## config.mk

```make
export PLATFORM = sky130hd
export DESIGN_NAME = radix_converter
export DESIGN_NICKNAME = d
export VERILOG_FILES = /design/src/rc_pkg.sv /design/src/rc_dp.sv /design/src/rc_ctrl.sv /design/src/radix_converter.sv
export SDC_FILE = /design/constraint.sdc
export NUM_CORES = 1
export LEC_CHECK = 0
export BUFFER_PORTS_ARGS = -buffer_cell sky130_fd_sc_hd__buf_2
export CORE_MARGIN = 2
export CORE_UTILIZATION = 25
export DETAILED_ROUTE_END_ITERATION = 8
export GPL_TIMING_DRIVEN = 0
export PLACE_DENSITY = 0.5
export SLEW_MARGIN = 20
export SYNTH_ARGS = -nofsm -noshare
export SYNTH_HDL_FRONTEND = slang
export SYNTH_SLANG_ARGS = --single-unit
```

## constraint.sdc

```tcl
create_clock -name clk -period 9.85 [get_ports clk]
set_input_delay 1.4775 -clock clk [delete_from_list [all_inputs] [get_ports clk]]
set_output_delay 1.4775 -clock clk [all_outputs]
set_load 0.02 [all_outputs]
```

## src/rc_pkg.sv

```systemverilog
// Shared constants, types and helper functions for the radix converter.
package rc_pkg;

  // Default sizing
  localparam int VALUE_BITS_DEF = 32;
  localparam int MAX_DIGITS_DEF = 32;
  localparam int RESULT_CAP     = 32;

  // Register widths and indexes
  localparam int BASE_W = 5;
  localparam int CHAR_W = 8;
  localparam int DIGIT_W = 4;
  localparam logic CFG_IN_BASE  = 1'b0;
  localparam logic CFG_OUT_BASE = 1'b1;
  localparam logic [BASE_W-1:0] IN_BASE_RST  = 5'd10;
  localparam logic [BASE_W-1:0] OUT_BASE_RST = 5'd2;
  localparam logic [BASE_W-1:0] BASE_MIN = 5'd2;
  localparam logic [BASE_W-1:0] BASE_MAX = 5'd16;

  // Character codes
  localparam logic [CHAR_W-1:0] CHAR_ZERO  = 8'h30;
  localparam logic [CHAR_W-1:0] CHAR_NINE  = 8'h39;
  localparam logic [CHAR_W-1:0] CHAR_A     = 8'h41;
  localparam logic [CHAR_W-1:0] TEN        = 8'd10;
  localparam logic [CHAR_W-1:0] LETTER_OFS = CHAR_A - TEN;

  // Commands from controller to datapath
  typedef struct packed {
    logic fold;       // fold the accepted character into the accumulator
    logic start;      // latch the value and start the conversion
    logic div_step;   // one restoring division bit
    logic div_store;  // final bit: store the remainder digit
    logic rd;         // read the next digit to emit
    logic load_out;   // load the output register
    logic advance;    // output transaction done, step to the next digit
  } rc_cmd_t;

  // Status from datapath to controller
  typedef struct packed {
    logic div_done;    // current division is on its last bit
    logic quot_zero;   // quotient after this bit is zero
    logic final_digit; // digit being emitted is the least significant
  } rc_stat_t;

  // Force a base register into 2..16
  function automatic logic [BASE_W-1:0] clamp_base(input logic [BASE_W-1:0] b);
    logic [BASE_W-1:0] r;
    r = b;
    if (b < BASE_MIN) r = BASE_MIN;
    else if (b > BASE_MAX) r = BASE_MAX;
    return r;
  endfunction

  // Map a digit 0..15 to '0'..'9','A'..'F'
  function automatic logic [CHAR_W-1:0] digit_to_char(input logic [DIGIT_W-1:0] d);
    logic [CHAR_W-1:0] r;
    if ({4'd0, d} < TEN) r = CHAR_ZERO + {4'd0, d};
    else r = LETTER_OFS + {4'd0, d};
    return r;
  endfunction

endpackage

```

## src/rc_dp.sv

```systemverilog
// Datapath of the radix converter: accumulator, bit-serial divider, digit memory, output register.
module rc_dp #(
  parameter int VALUE_BITS = rc_pkg::VALUE_BITS_DEF,
  parameter int MAX_DIGITS = rc_pkg::MAX_DIGITS_DEF
) (
  input  logic                        clk,
  input  logic                        rst_n,
  input  logic                        cfg_wr_en,
  input  logic                        cfg_index,
  input  logic [rc_pkg::BASE_W-1:0]   cfg_data,
  input  logic [rc_pkg::CHAR_W-1:0]   in_char,
  input  rc_pkg::rc_cmd_t             cmd,
  output rc_pkg::rc_stat_t            stat,
  output logic [rc_pkg::CHAR_W-1:0]   out_char,
  output logic                        out_last,
  output logic                        out_ovf
);

  localparam int DIGIT_CAP = (MAX_DIGITS < rc_pkg::RESULT_CAP) ? MAX_DIGITS : rc_pkg::RESULT_CAP;
  localparam int AW  = $clog2(DIGIT_CAP);
  localparam int CW  = $clog2(DIGIT_CAP + 1);
  localparam int BW  = $clog2(VALUE_BITS);
  localparam int PW  = VALUE_BITS + rc_pkg::BASE_W;
  localparam int SW  = PW + 1;
  localparam int DW  = rc_pkg::DIGIT_W;

  logic [rc_pkg::BASE_W-1:0] in_base_r, out_base_r;
  logic [VALUE_BITS-1:0]     acc_r, acc_nxt;
  logic                      ovf_seen_r;
  logic                      res_ovf_r;
  logic [VALUE_BITS-1:0]     val_r, val_nxt;
  logic [DW-1:0]             rem_r, rem_nxt;
  logic [BW-1:0]             bit_cnt_r;
  logic [CW-1:0]             cnt_r;
  logic [DW-1:0]             digit_mem [DIGIT_CAP];
  logic [DW-1:0]             rd_data_r;
  logic [rc_pkg::CHAR_W-1:0] out_char_r;
  logic                      out_last_r, out_ovf_r;

  logic [rc_pkg::BASE_W-1:0] in_base_eff, out_base_eff;
  logic                      neg;
  logic [rc_pkg::CHAR_W-1:0] mag;
  logic [PW-1:0]             prod;
  logic [SW-1:0]             sum;
  logic [PW-1:0]             diff;
  logic                      fold_ovf;
  logic [rc_pkg::BASE_W-1:0] trial;
  logic                      ge;
  logic [CW-1:0]             rd_idx;

  assign in_base_eff  = rc_pkg::clamp_base(in_base_r);
  assign out_base_eff = rc_pkg::clamp_base(out_base_r);

  // Configuration registers
  always_ff @(posedge clk) begin
    if (!rst_n) begin
      in_base_r  <= rc_pkg::IN_BASE_RST;
      out_base_r <= rc_pkg::OUT_BASE_RST;
    end else if (cfg_wr_en) begin
      if (cfg_index == rc_pkg::CFG_IN_BASE) in_base_r <= cfg_data;
      else out_base_r <= cfg_data;
    end
  end

  // Decode the character into a signed digit value
  always_comb begin
    neg = 1'b0;
    mag = '0;
    if (in_char >= rc_pkg::CHAR_ZERO && in_char <= rc_pkg::CHAR_NINE) begin
      mag = in_char - rc_pkg::CHAR_ZERO;
    end else if (in_char >= rc_pkg::LETTER_OFS) begin
      mag = in_char - rc_pkg::LETTER_OFS;
    end else begin
      neg = 1'b1;
      mag = rc_pkg::LETTER_OFS - in_char;
    end
  end

  // Multiply-add with overflow detection
  always_comb begin
    prod = PW'(acc_r) * PW'(in_base_eff);
    sum  = SW'(prod) + SW'(mag);
    diff = prod - PW'(mag);
    if (|prod[PW-1:VALUE_BITS]) fold_ovf = 1'b1;
    else if (neg) fold_ovf = (prod < PW'(mag));
    else fold_ovf = |sum[SW-1:VALUE_BITS];
    acc_nxt = neg ? diff[VALUE_BITS-1:0] : sum[VALUE_BITS-1:0];
  end

  // One restoring division bit by the output base
  always_comb begin
    trial   = {rem_r, val_r[VALUE_BITS-1]};
    ge      = (trial >= out_base_eff);
    rem_nxt = ge ? DW'(trial - out_base_eff) : DW'(trial);
    val_nxt = {val_r[VALUE_BITS-2:0], ge};
  end

  assign rd_idx = cnt_r - CW'(1);

  assign stat.div_done    = (bit_cnt_r == '0);
  assign stat.quot_zero   = (val_nxt == '0);
  assign stat.final_digit = (cnt_r == CW'(1));

  // Accumulator, divider and digit count
  always_ff @(posedge clk) begin
    if (!rst_n) begin
      acc_r      <= '0;
      ovf_seen_r <= 1'b0;
      res_ovf_r  <= 1'b0;
      rem_r      <= '0;
      bit_cnt_r  <= '0;
      cnt_r      <= '0;
    end else begin
      if (cmd.fold && cmd.start) begin
        acc_r      <= '0;
        ovf_seen_r <= 1'b0;
        res_ovf_r  <= ovf_seen_r | fold_ovf;
        val_r      <= acc_nxt;
        rem_r      <= '0;
        bit_cnt_r  <= BW'(VALUE_BITS - 1);
      end else if (cmd.fold) begin
        acc_r      <= acc_nxt;
        ovf_seen_r <= ovf_seen_r | fold_ovf;
      end
      if (cmd.div_step) begin
        val_r <= val_nxt;
        if (cmd.div_store) begin
          rem_r     <= '0;
          bit_cnt_r <= BW'(VALUE_BITS - 1);
          if (cnt_r < CW'(DIGIT_CAP)) cnt_r <= cnt_r + CW'(1);
          else res_ovf_r <= 1'b1;
        end else begin
          rem_r     <= rem_nxt;
          bit_cnt_r <= bit_cnt_r - BW'(1);
        end
      end
      if (cmd.advance) cnt_r <= cnt_r - CW'(1);
    end
  end

  // Digit memory: write on store, registered read
  always_ff @(posedge clk) begin
    if (cmd.div_step && cmd.div_store && cnt_r < CW'(DIGIT_CAP)) begin
      digit_mem[cnt_r[AW-1:0]] <= rem_nxt;
    end
    if (cmd.rd) rd_data_r <= digit_mem[rd_idx[AW-1:0]];
  end

  // Output register
  always_ff @(posedge clk) begin
    if (cmd.load_out) begin
      out_char_r <= rc_pkg::digit_to_char(rd_data_r);
      out_last_r <= (cnt_r == CW'(1));
      out_ovf_r  <= res_ovf_r;
    end
  end

  assign out_char = out_char_r;
  assign out_last = out_last_r;
  assign out_ovf  = out_ovf_r;

`ifndef NO_ASSERTIONS
  a_cnt_cap: assert property (@(posedge clk) disable iff (!rst_n)
    cnt_r <= CW'(DIGIT_CAP))
    else $error("digit count beyond capacity");

  a_rem_below_base: assert property (@(posedge clk) disable iff (!rst_n)
    cmd.div_step |-> {1'b0, rem_r} < out_base_eff)
    else $error("division remainder not below base");

  a_store_counts: assert property (@(posedge clk) disable iff (!rst_n)
    (cmd.div_step && cmd.div_store && cnt_r < CW'(DIGIT_CAP)) |=> cnt_r == $past(cnt_r) + CW'(1))
    else $error("stored digit not counted");
`endif

endmodule

```

## src/rc_ctrl.sv

```systemverilog
// Controller of the radix converter: sequences accumulate, divide and emit.
module rc_ctrl (
  input  logic              clk,
  input  logic              rst_n,
  input  logic              in_tvalid,
  input  logic              in_tlast,
  output logic              in_tready,
  output logic              out_tvalid,
  input  logic              out_tready,
  input  rc_pkg::rc_stat_t  stat,
  output rc_pkg::rc_cmd_t   cmd
);

  localparam logic [2:0] S_IDLE = 3'd0;
  localparam logic [2:0] S_DIV  = 3'd1;
  localparam logic [2:0] S_RD   = 3'd2;
  localparam logic [2:0] S_LOAD = 3'd3;
  localparam logic [2:0] S_WAIT = 3'd4;

  logic [2:0] state_r, state_nxt;

  assign in_tready  = (state_r == S_IDLE);
  assign out_tvalid = (state_r == S_WAIT);

  // Next state and commands
  always_comb begin
    state_nxt = state_r;
    cmd       = '0;
    case (state_r)
      S_IDLE: begin
        if (in_tvalid) begin
          cmd.fold = 1'b1;
          if (in_tlast) begin
            cmd.start = 1'b1;
            state_nxt = S_DIV;
          end
        end
      end
      S_DIV: begin
        cmd.div_step  = 1'b1;
        cmd.div_store = stat.div_done;
        if (stat.div_done && stat.quot_zero) state_nxt = S_RD;
      end
      S_RD: begin
        cmd.rd    = 1'b1;
        state_nxt = S_LOAD;
      end
      S_LOAD: begin
        cmd.load_out = 1'b1;
        state_nxt    = S_WAIT;
      end
      S_WAIT: begin
        if (out_tready) begin
          cmd.advance = 1'b1;
          state_nxt   = stat.final_digit ? S_IDLE : S_RD;
        end
      end
      default: state_nxt = S_IDLE;
    endcase
  end

  // State register
  always_ff @(posedge clk) begin
    if (!rst_n) state_r <= S_IDLE;
    else state_r <= state_nxt;
  end

`ifndef NO_ASSERTIONS
  a_one_side: assert property (@(posedge clk) disable iff (!rst_n)
    !(in_tready && out_tvalid))
    else $error("input and output open together");

  a_stall_hold: assert property (@(posedge clk) disable iff (!rst_n)
    (state_r == S_WAIT && !out_tready) |=> state_r == S_WAIT)
    else $error("result dropped under stall");

  a_last_starts: assert property (@(posedge clk) disable iff (!rst_n)
    (in_tvalid && in_tready && in_tlast) |=> state_r == S_DIV)
    else $error("last character did not start conversion");
`endif

endmodule

```

## src/radix_converter.sv

```systemverilog
// Radix converter top level: digit stream in one base to digit stream in another.
//
// Input channel (in_*): one ASCII character per transaction, most significant
// first; in_tlast marks the final character of a number. Each non-final
// character is folded into the accumulator in the cycle it is accepted, so
// a number streams in at one character per cycle.
// On the final character the input closes (in_tready low) while the value is
// converted by a bit-serial restoring divider, one value bit per step; the
// last step of each output digit stores the digit. Digits are then emitted
// most significant first, each by memory read, output load and transaction,
// the last step waiting for the receiver. out_tlast marks the least
// significant digit and out_tuser carries the sticky overflow flag.
// A zero value gives a single '0'. At most min(MAX_DIGITS, 32) digits leave.
// When the receiver stalls, the output register holds its digit and the
// sequence waits. The configuration port writes the input and output bases
// (index 0 and 1); write it only while no number is in flight.
// Synchronous active-low reset sets bases to 10 and 2 and clears the
// accumulator, overflow flag and digit count; no clearing pass is needed.
module radix_converter #(
  parameter int VALUE_BITS = rc_pkg::VALUE_BITS_DEF,
  parameter int MAX_DIGITS = rc_pkg::MAX_DIGITS_DEF
) (
  input  logic                      clk,
  input  logic                      rst_n,
  input  logic                      cfg_wr_en,
  input  logic                      cfg_index,
  input  logic [rc_pkg::BASE_W-1:0] cfg_data,
  input  logic                      in_tvalid,
  output logic                      in_tready,
  input  logic [7:0]                in_tdata,   // [7:0] digit_char
  input  logic                      in_tlast,
  output logic                      out_tvalid,
  input  logic                      out_tready,
  output logic [7:0]                out_tdata,  // [7:0] out_char
  output logic                      out_tlast,
  output logic                      out_tuser   // [0] overflow
);

  rc_pkg::rc_cmd_t  cmd;
  rc_pkg::rc_stat_t stat;

  rc_ctrl u_ctrl (
    .clk        (clk),
    .rst_n      (rst_n),
    .in_tvalid  (in_tvalid),
    .in_tlast   (in_tlast),
    .in_tready  (in_tready),
    .out_tvalid (out_tvalid),
    .out_tready (out_tready),
    .stat       (stat),
    .cmd        (cmd)
  );

  rc_dp #(
    .VALUE_BITS (VALUE_BITS),
    .MAX_DIGITS (MAX_DIGITS)
  ) u_dp (
    .clk       (clk),
    .rst_n     (rst_n),
    .cfg_wr_en (cfg_wr_en),
    .cfg_index (cfg_index),
    .cfg_data  (cfg_data),
    .in_char   (in_tdata),
    .cmd       (cmd),
    .stat      (stat),
    .out_char  (out_tdata),
    .out_last  (out_tlast),
    .out_ovf   (out_tuser)
  );

endmodule

```

; ---- Word level (Yosys, flattened, before mapping)
; Memories as Yosys holds them, arrays and structs flattened. A register that Yosys moved wholly into a read port is not among the register bits.
; Index checks and enable logic that the tools add are counted.
[word_totals]
regBits = 104
ram_bits = 128
inputBits = 20
output_inout_bits = 12
memories = 1
[classes]
n_addsub = 11
multipliers = 1
n_lt_le_gt_ge = 11
eq_ne = 9
muxes = 45
bitwise = 3
n_reduce_logical = 20
[memory_table]
columns = memory, words, width, read_ports, rd_clocked_by_memory_dff, wr, line
row1 = u_dp.digit_mem, 32, 4, 1, 1, 1, rc_dp.sv:35  ; logic [DW-1:0] digit_mem [DIGIT_CAP];
[ops]
columns = cell, n
row1 = $mux W32, 3
row2 = $add A37 B8 Y38, 1
row3 = $lt A37 B8 Y1, 1
row4 = $mul A32 B5 Y37, 1
row5 = $mux W5, 7
row6 = $logic_not A32 Y1, 1
row7 = $sub A32 B8 Y32, 1
row8 = $mux W6, 4
row9 = $mux W8, 3
row10 = $ge A8 B6 Y1 const B, 2
row11 = $mux W4, 4
row12 = $sub A8 B6 Y8 const B, 2
row13 = $mux W1, 15
row14 = $pmux W3 S5, 1
row15 = $add A6 B4 Y7 const A, 2
row16 = $mux W3, 4
row17 = $gt A5 B5 Y1 const B, 2
row18 = $lt A5 B2 Y1 const B, 2
row19 = $le A8 B6 Y1 const B, 1
row20 = $mux W2, 4
row21 = $reduce_bool A2 Y1, 4
row22 = $sub A6 B8 Y8 const A, 1
row23 = $add A6 B1 Y6 const B, 1
row24 = $eq A3 B2 Y1 const B, 2
row25 = 22 further kinds, 31

; ---- Longest topological paths before layout
; Gate-level depths: netlist of run 1.
[logic_depth]
ltp_word = 13
mapped_depth = 25
depth_no_buf = 23

; ---- Cells and area by module
; A second synthesis of run 1 with hierarchy kept.
[hier_totals]
cells_unflattened = 1739
area_unflattened_um2 = 17486.8
[by_module_without_submodules]
columns = module, n_inst, cells_each, area_per_inst_um2, seq_area_each_um2
row1 = rc_dp, 1, 1714, 17271.6, 6376.1
row2 = rc_ctrl, 1, 25, 215.2, 60.1

; ---- Least setup slack after synthesis of run 1
; Ideal clock, no wire load.
[synth_timing]
path_kind = reg-to-reg
from = register u_dp.in_base_r[4] in the netlist's numbering
to = register u_dp.val_r[28], data pin
arrival_time_ps = 5990
required_time_ps = 9588
setup_slack_ps = 3598
path_stages_with_launch = 25
path_buffers = 3
period_less_slack_ps = 6252
path_cell_list = dfxtp_1 clkbuf_1 nor2b_1 clkbuf_1 nand2_1 fa_1 inv_1 fa_1 inv_1 fa_1 inv_1 ha_1 nand2_1 or3b_1 and2_1 xnor2_1 ha_1 clkbuf_1 a21oi_1 a211oi_1 nand3_1 nor4_1 nand3_1 a211oi_1 nor3_1
[synth_via]
elab_chain_cells = 8
[synth_lines]
columns = element, line
row1 = "start, declared", rc_dp.sv:27  ; logic [rc_pkg::BASE_W-1:0] in_base_r, out_base_r;
row2 = "start signal, assigned", rc_dp.sv:57  ; in_base_r <= rc_pkg::IN_BASE_RST;
row3 = "start signal, assigned", rc_dp.sv:60  ; if (cfg_index == rc_pkg::CFG_IN_BASE) in_base_r <= cfg_data;
row4 = $gt A5 B5 Y1, rc_pkg.sv:50  ; else if (b > BASE_MAX) r = BASE_MAX;
row5 = $mux W5, rc_pkg.sv:50
row6 = $mux W5 (*), rc_pkg.sv:49  ; if (b < BASE_MIN) r = BASE_MIN;
row7 = $mul A32 B5 Y37 (*), rc_dp.sv:81  ; prod = PW'(acc_r) * PW'(in_base_eff);
row8 = $add A37 B8 Y38 or $sub A32 B8 Y32 (tied branches), "rc_dp.sv:82, rc_dp.sv:83"
row9 = $mux W32 (*), rc_dp.sv:87  ; acc_nxt = neg ? diff[VALUE_BITS-1:0] : sum[VALUE_BITS-1:0];
row10 = $mux W32 (*), rc_dp.sv:114  ; if (cmd.fold && cmd.start) begin
row11 = $mux W32 (*), rc_dp.sv:125  ; if (cmd.div_step) begin
row12 = "end signal, assigned", rc_dp.sv:118  ; val_r <= acc_nxt;
row13 = "end signal, assigned", rc_dp.sv:126  ; val_r <= val_nxt;
row14 = "end, declared", rc_dp.sv:31  ; logic [VALUE_BITS-1:0] val_r, val_nxt;
; Every way passes the cells marked *; elsewhere a longest branch is shown, timed or not. The select of a mux whose other input is x is not followed.
; A chain may end at the register's enable or synchronous reset.

; ---- Final worst setup path of run 1
[layout_timing]
from = register u_dp.in_base_r[4] in the netlist's numbering
to = register u_dp.val_r[24], data pin
; Same word-level chain as after synthesis.

==> results of run 1 <==
## cells in the mapped netlist (9+ instances only)
master,instances
inv_1,183
a211oi_1,14
ha_1,80
o21ai_0,52
xor2_1,19
o211ai_1,10
mux4_2,40
o21bai_1,9
clkbuf_1,66
mux2i_1,14
and3_1,20
xnor2_1,42
nor2_1,112
a21oi_1,88
nor3_1,23
dfxtp_1,62
edfxtp_1,173
nand3_1,45
o21a_1,10
nand4_1,18
nand2_1,242
nor4_1,14
and2_1,104
nor2b_1,18
or3_1,9
fa_1,93
a21o_1,20
## state kept, by name, indices dropped and copies added, names as in the netlist, 3 cells and up
| name | flops |
|---|---|
| u_ctrl.state_r | 3 |
| u_dp.in_base_r | 5 |
| u_dp.acc_r | 32 |
| u_dp.rem_r | 4 |
| u_dp.bit_cnt_r | 5 |
| u_dp.out_base_r | 5 |
| u_dp.rd_data_r | 4 |
| u_dp.digit_mem | 128 |
| u_dp.val_r | 32 |
| u_dp.out_char | 7 |
| u_dp.cnt_r | 6 |
## per-stage QoR
stage / setup slack (ns) / total power, uW / util (%) / hold slack (ns) / area, sq um
2_1_floorplan: 3.598 / 1994 / - / 0.4088 / 17100
3_3_place_gp: 1.421 / 2266 / 27.22 / 0.4200 / 18350
3_5_place_dp: 1.380 / 2300 / 27.41 / 0.4191 / 18470
4_1_cts: 1.368 / 3293 / 28.70 / 0.4325 / 19340
5_1_grt: 0.8840 / 3460 / 28.70 / 0.4551 / 19340
6_report: 1.510 / 3254 / 28.70 / 0.4334 / 19340
## power by group through the flow
stage / combinational [uW] / sequential (uW) / clock, uW
floorplan: 764 / 1230 / 0
global placement: 1010 / 1260 / 0
detailed placement: 1040 / 1260 / 0
CTS: 1050 / 1240 / 1010
global route: 1170 / 1240 / 1040
finish: 1040 / 1240 / 977
## kinds of logic (layout without fill, tap and decap cells)
kind of cell / after synthesis / in the layout
AND/OR/NAND/NOR: 654 / 654
AO/OA/AOI/OAI: 292 / 292
buffers and inverters: 256 / 339
flip-flops: 235 / 235
adder cells (fa/ha/maj): 173 / 173
multiplexers: 62 / 62
XOR/XNOR: 61 / 61
other: 1 / 1
## critical path, delay by kind of cell, from the launching register on
family / cells / cell delay, ns
xor gates and xnor gates: 2 / 0.52
adders and majority gates: 5 / 2.19
AOI/OAI and AO/OA: 4 / 0.89
and+or+nand+nor: 7 / 2.80
buffers and inverters: 6 / 1.36
DFF: 1 / 0.30
## routing by layer
layer | vias up | wire length [um]
li1 | 6178 | -
met4 | 0 | 1165
met3 | 65 | 1424
met1 | 6221 | 20130
met2 | 226 | 22990
met5 | - | 0
## worst max path at each step
stage	start	end	slack [ns]	cells after the start
after CTS	u_dp.in_base_r[4]	u_dp.val_r[24]	1.37	24
after global routing	u_dp.in_base_r[4]	u_dp.val_r[24]	0.88	24
after detailed placement	u_dp.in_base_r[4]	u_dp.val_r[24]	1.38	24
after floorplan	u_dp.in_base_r[4]	u_dp.val_r[28]	3.60	24
after global placement	u_dp.in_base_r[4]	u_dp.val_r[24]	1.42	24
final	u_dp.in_base_r[4]	u_dp.val_r[24]	1.51	24
## final cells by class
cell class                 instances  area, sq um
clock buffer                      33        716.9
multi-input combinational       1243         9744
clock inverter                    15        155.1
inverter                         183        686.9
sequential                       235         6436
tap                              873         1092
timing repair buffer              35        227.7
fill                            7042        48050
buffer                            73        285.3
==> results.txt, run 1 <==
H-Tree Depth = 1
slew margin rel. = 32.31%
crit path time final = 8.340 ns
GRT Max-Usage Layer = met2
Final Max Slew Viols = 0
count of cell types in the netlist = 78
Worst R2R Start = u_dp.in_base_r[4]
GR Overflow Total = 0
met1 Usage GRT = 16.06%
Routed Antenna Nets = 0
fraction of registers with async set/reset = 0%
Synth Area in XOR/XNOR = 3.124%
Max Cap Viol = 0
Final Wtd Congestion = 0.8277
Die Wd = 265.6 um
clock-pin slew on the worst setup and hold paths = 0.06 ns
Die Span Y = 265.6 um
Syn Inst Count = 1734
CTS Buf Count = 26
Post-CTS Setup Inserts = 0
I/O pins = 32
DP HPWL = 36660 um
largest family of logic cells by synthesized area = simple AND/OR/NAND/NOR gates
hold_sp = u_dp.res_ovf_r
violation count after the first detailed-routing iteration = 875
Critical Path Max Stage Delay = 0.89 ns
mux cell area share after synthesis = 6.614%
Std-Cell Rows = 95
R2R Path End = u_dp.val_r[24]
syn_nets = 1927
Min-Delay Path Depth = 0
core area = 67400 sq um
drt pass-1 iters = 5
commonest non-fill, non-tap cells in the layout = nand2_1, inv_1, edfxtp_1, nor2_1, and2_1
fin crit share = 84.67%
complex-gate fraction of the synthesized area = 11.37%
status = finished, final reports clean
main area contributors after synthesis = edfxtp_1, fa_1, dfxtp_1
WL/cell = 16.99 um
maximum VDD drop = 107.7 uV
reg2reg path depth = 24
antenna fix cells = 0
post-synthesis simple-gate area fraction = 18.82%
met2 Usage GRT = 23.77%
Net Switching = 1110 uW
TritonCTS clock tree = done
pin count of the biggest net entering global routing = 34
CP Max Fanout = 10
total number of vias = 12690
final setup skew = 0.01180 ns
RSZ-0062 raised after global routing = false
most common cell after layout, fill and taps aside = nand2_1
slowest stage cell, crit path = nor2b_1
hold_buf cts = 0
mapped cell area = 17100 sq um
final hold violations = 0
final setup fails = 0
Initial Util = 25.38%
Crit. End Element = flip-flop
yosys warns = 0
EDFF count, synth = 173
first-pass GRT wire length = 73040 um
adder-cell share of the synthesized area = 16.74%
area leader, netlist = edfxtp_1
pwr/cell area = 168.2 nW/um^2
Detailed Route WL = 45710 um
register area share after synthesis = 37.63%
IO Port Bufs = 30
Vias/cell = 4.717
vias in the first global route = 13180
die area = 70520 sq um
worst hold path class = reg -> reg
cell count after placement = 2642
Setup CP Type = reg -> reg
Most used DFF post-synth = edfxtp_1
Layout Cells excl Fill = 2690
initial antenna violation count = 0
layout cells sized above 1 = 8.806%
Total GRT Usage = 12.99%
Seq pwr share = 38.0%
hold-critical path endpoint = u_dp.out_ovf
clk root buf = clkbuf_16
Nets = 1990
CTS-repair resized insts = 0
share of total power in combinational logic = 32.0%
Worst Tran Pin Value = 1.013 ns
CP required = 10.12 ns
FMAX = 0.1199 GHz
CP cell instances = clkbuf_1, nor2b_1, clkbuf_1, nand2_1, fa_1, inv_1, fa_1, inv_1, fa_1, inv_1, ha_1, nand2_1, or3b_1, and2_1, xnor2_1, ha_1, clkbuf_1, a21oi_1, a211oi_1, nand3_1, nor4_1, a32oi_1, xnor2_1, o21ai_0
post-synth top area share = 30.38%
setup TNS = 0 ns
Data arrival, critical path = 8.61 ns
clk buf depth = 3
Worst Setup Start Kind = flip-flop
#FFs+latches synth = 235
Worst-Skew Late Latency = 0.54 ns
GR Util met3 = 1.509%
DRC = 0
Sw Ratio = 34.12%
flop-to-flop setup slack = 1.51 ns
clock share of power = 30.0%
Cell Int Power = 2144 uW
syn_area_per_cell = 9.863 sq um
Sink Count = 235
Leak Pwr = 0.007622 uW
Area Overhead vs Synth = 13.11%
Note: power is estimated with default switching activity, not from simulation.
==> run 2: changes to the inputs <==
PLACE_DENSITY = 0.51   (was 0.5)
clock period = 6.8 ns   (was 9.85 ns; I/O delays follow)
==> results.txt, run 2 (synthesis results as in run 1) <==
pin count of the biggest net entering global routing = 34
Final Max Slew Viols = 0
Net Switching = 1635 uW
Initial Util = 25.38%
status = finished, final reports clean
maximum VDD drop = 175.2 uV
pwr/cell area = 240.0 nW/um^2
Crit path max-delay family = adder cells
GR Overflow Total = 0
Std-Cell Rows = 95
total number of vias = 12750
slew margin rel. = 33.96%
IO Port Bufs = 30
setup TNS = 0 ns
Critical Path Max Stage Delay = 0.53 ns
Final Wtd Congestion = 0.8591
most common cell after layout, fill and taps aside = nand2_1
final hold violations = 0
final setup skew = 0.02519 ns
Sw Ratio = 34.94%
die area = 70520 sq um
Data arrival, critical path = 6.90 ns
CP required = 7.21 ns
vias in the first global route = 13190
layout cells sized above 1 = 10.56%
TritonCTS clock tree = done
Detailed Route WL = 45490 um
CTS Buf Count = 27
Worst-Skew Late Latency = 0.57 ns
max reg flops = 128
Seq pwr share = 38.3%
Max Cap Viol = 0
Total GRT Usage = 12.98%
final setup fails = 0
core area = 67400 sq um
first-pass GRT wire length = 72930 um
Die Wd = 265.6 um
Area Overhead vs Synth = 14.00%
Vias/cell = 4.735
fin area = 19500 sq um
DP HPWL = 35840 um
CP Max Fanout = 10
violation count after the first detailed-routing iteration = 641
share of total power in combinational logic = 33.0%
buffer and inverter count on the worst path = 5
WL/cell = 16.89 um
Worst Setup Start Kind = flip-flop
Nets = 1992
commonest non-fill, non-tap cells in the layout = nand2_1, inv_1, edfxtp_1, nor2_1, and2_1
# fillers = 6970
clk root buf = clkbuf_16
H-Tree Depth = 1
FMAX = 0.1540 GHz
Cell Int Power = 3045 uW
DRC = 0
Routed Antenna Nets = 0
clock-pin slew on the worst setup and hold paths = 0.06 ns
I/O pins = 32
Die Span Y = 265.6 um
placed instance area = 18460 sq um
hold_buf cts = 0
slowest stage cell, crit path = fa_1
clock share of power = 28.7%
WHS = 0.4398 ns
drt pass-1 iters = 5
worst hold path class = reg -> reg
fin crit share = 95.49%
Crit. End Element = flip-flop
crit path time final = 6.493 ns
Leak Pwr = 0.007671 uW
initial antenna violation count = 1
Setup CP Type = reg -> reg
Sink Count = 235
Worst Tran Pin Value = 0.9836 ns
CP cell instances = nor2b_4, buf_12, clkbuf_2, nand2_1, fa_1, inv_1, fa_1, inv_1, fa_1, inv_1, ha_1, a21o_1, a31oi_1, o211ai_1, a211o_1, a41oi_1, xor2_2, nor4_1, nand3_1, mux2i_2, a31oi_1
clk buf depth = 3
[run 2: worst paths after layout]
check | depth (start not counted) | endpoint | startpoint | slack, ns
max | 21 | u_dp.res_ovf_r | u_dp.in_base_r[2] | 0.31
min reg2reg | 0 | u_dp.out_ovf | u_dp.res_ovf_r | 0.44
min | 0 | u_dp.out_ovf | u_dp.res_ovf_r | 0.44
max reg2reg | 21 | u_dp.res_ovf_r | u_dp.in_base_r[2] | 0.31
[run 2: metrics by stage]
step	util [%]	worst slack [ns]	total power [uW]	instances
finish	28.93	0.3068	4680	2693
global route	28.92	-0.03645	4969	2692
CTS	28.69	0.04584	4683	2690
detailed placement	27.39	-1.723	3322	2642
global placement	27.22	-1.585	3277	2637
floorplan	-	0.5479	2888	1734
[run 2: power groups by stage]
stage | Clock, uW | Combinational, uW | Sequential (uW)
2_1_floorplan | 0 | 1110 | 1780
3_3_place_gp | 0 | 1450 | 1820
3_5_place_dp | 0 | 1500 | 1820
4_1_cts | 1380 | 1510 | 1790
5_1_grt | 1430 | 1740 | 1800
6_report | 1340 | 1550 | 1790
[run 2: per-layer routing]
layer	vias to the layer above	GRT usage (%)	share of wire, %
li1	6181	-	-
met4	0	3.069	2.3
met1	6234	16.29	44
met2	271	23.66	50
met3	66	1.518	3.4
met5	-	0	0
[run 2: area by class of cell]
class | count | area [sq um] | area share, %
Antenna cell | 1 | 2.502 | 0.01284
Multi-Input combinational cell | 1243 | 9917 | 50.87
Sequential cell | 235 | 6440 | 33.03
Timing Repair Buffer | 42 | 280.3 | 1.438
Buffer | 67 | 277.8 | 1.425
Clock inverter | 12 | 76.32 | 0.3915
Inverter | 183 | 686.9 | 3.523
Clock buffer | 37 | 723.2 | 3.709
Tap cell | 873 | 1092 | 5.603
[run 2: timing repair]
| item | CTS | global route |
|---|---|---|
| gates resized for setup | 20 | 25 |
| buffers inserted | 2 | 5 |
| pin swaps | 0 | 4 |
| setup endpoints to repair | 50 | 29 |
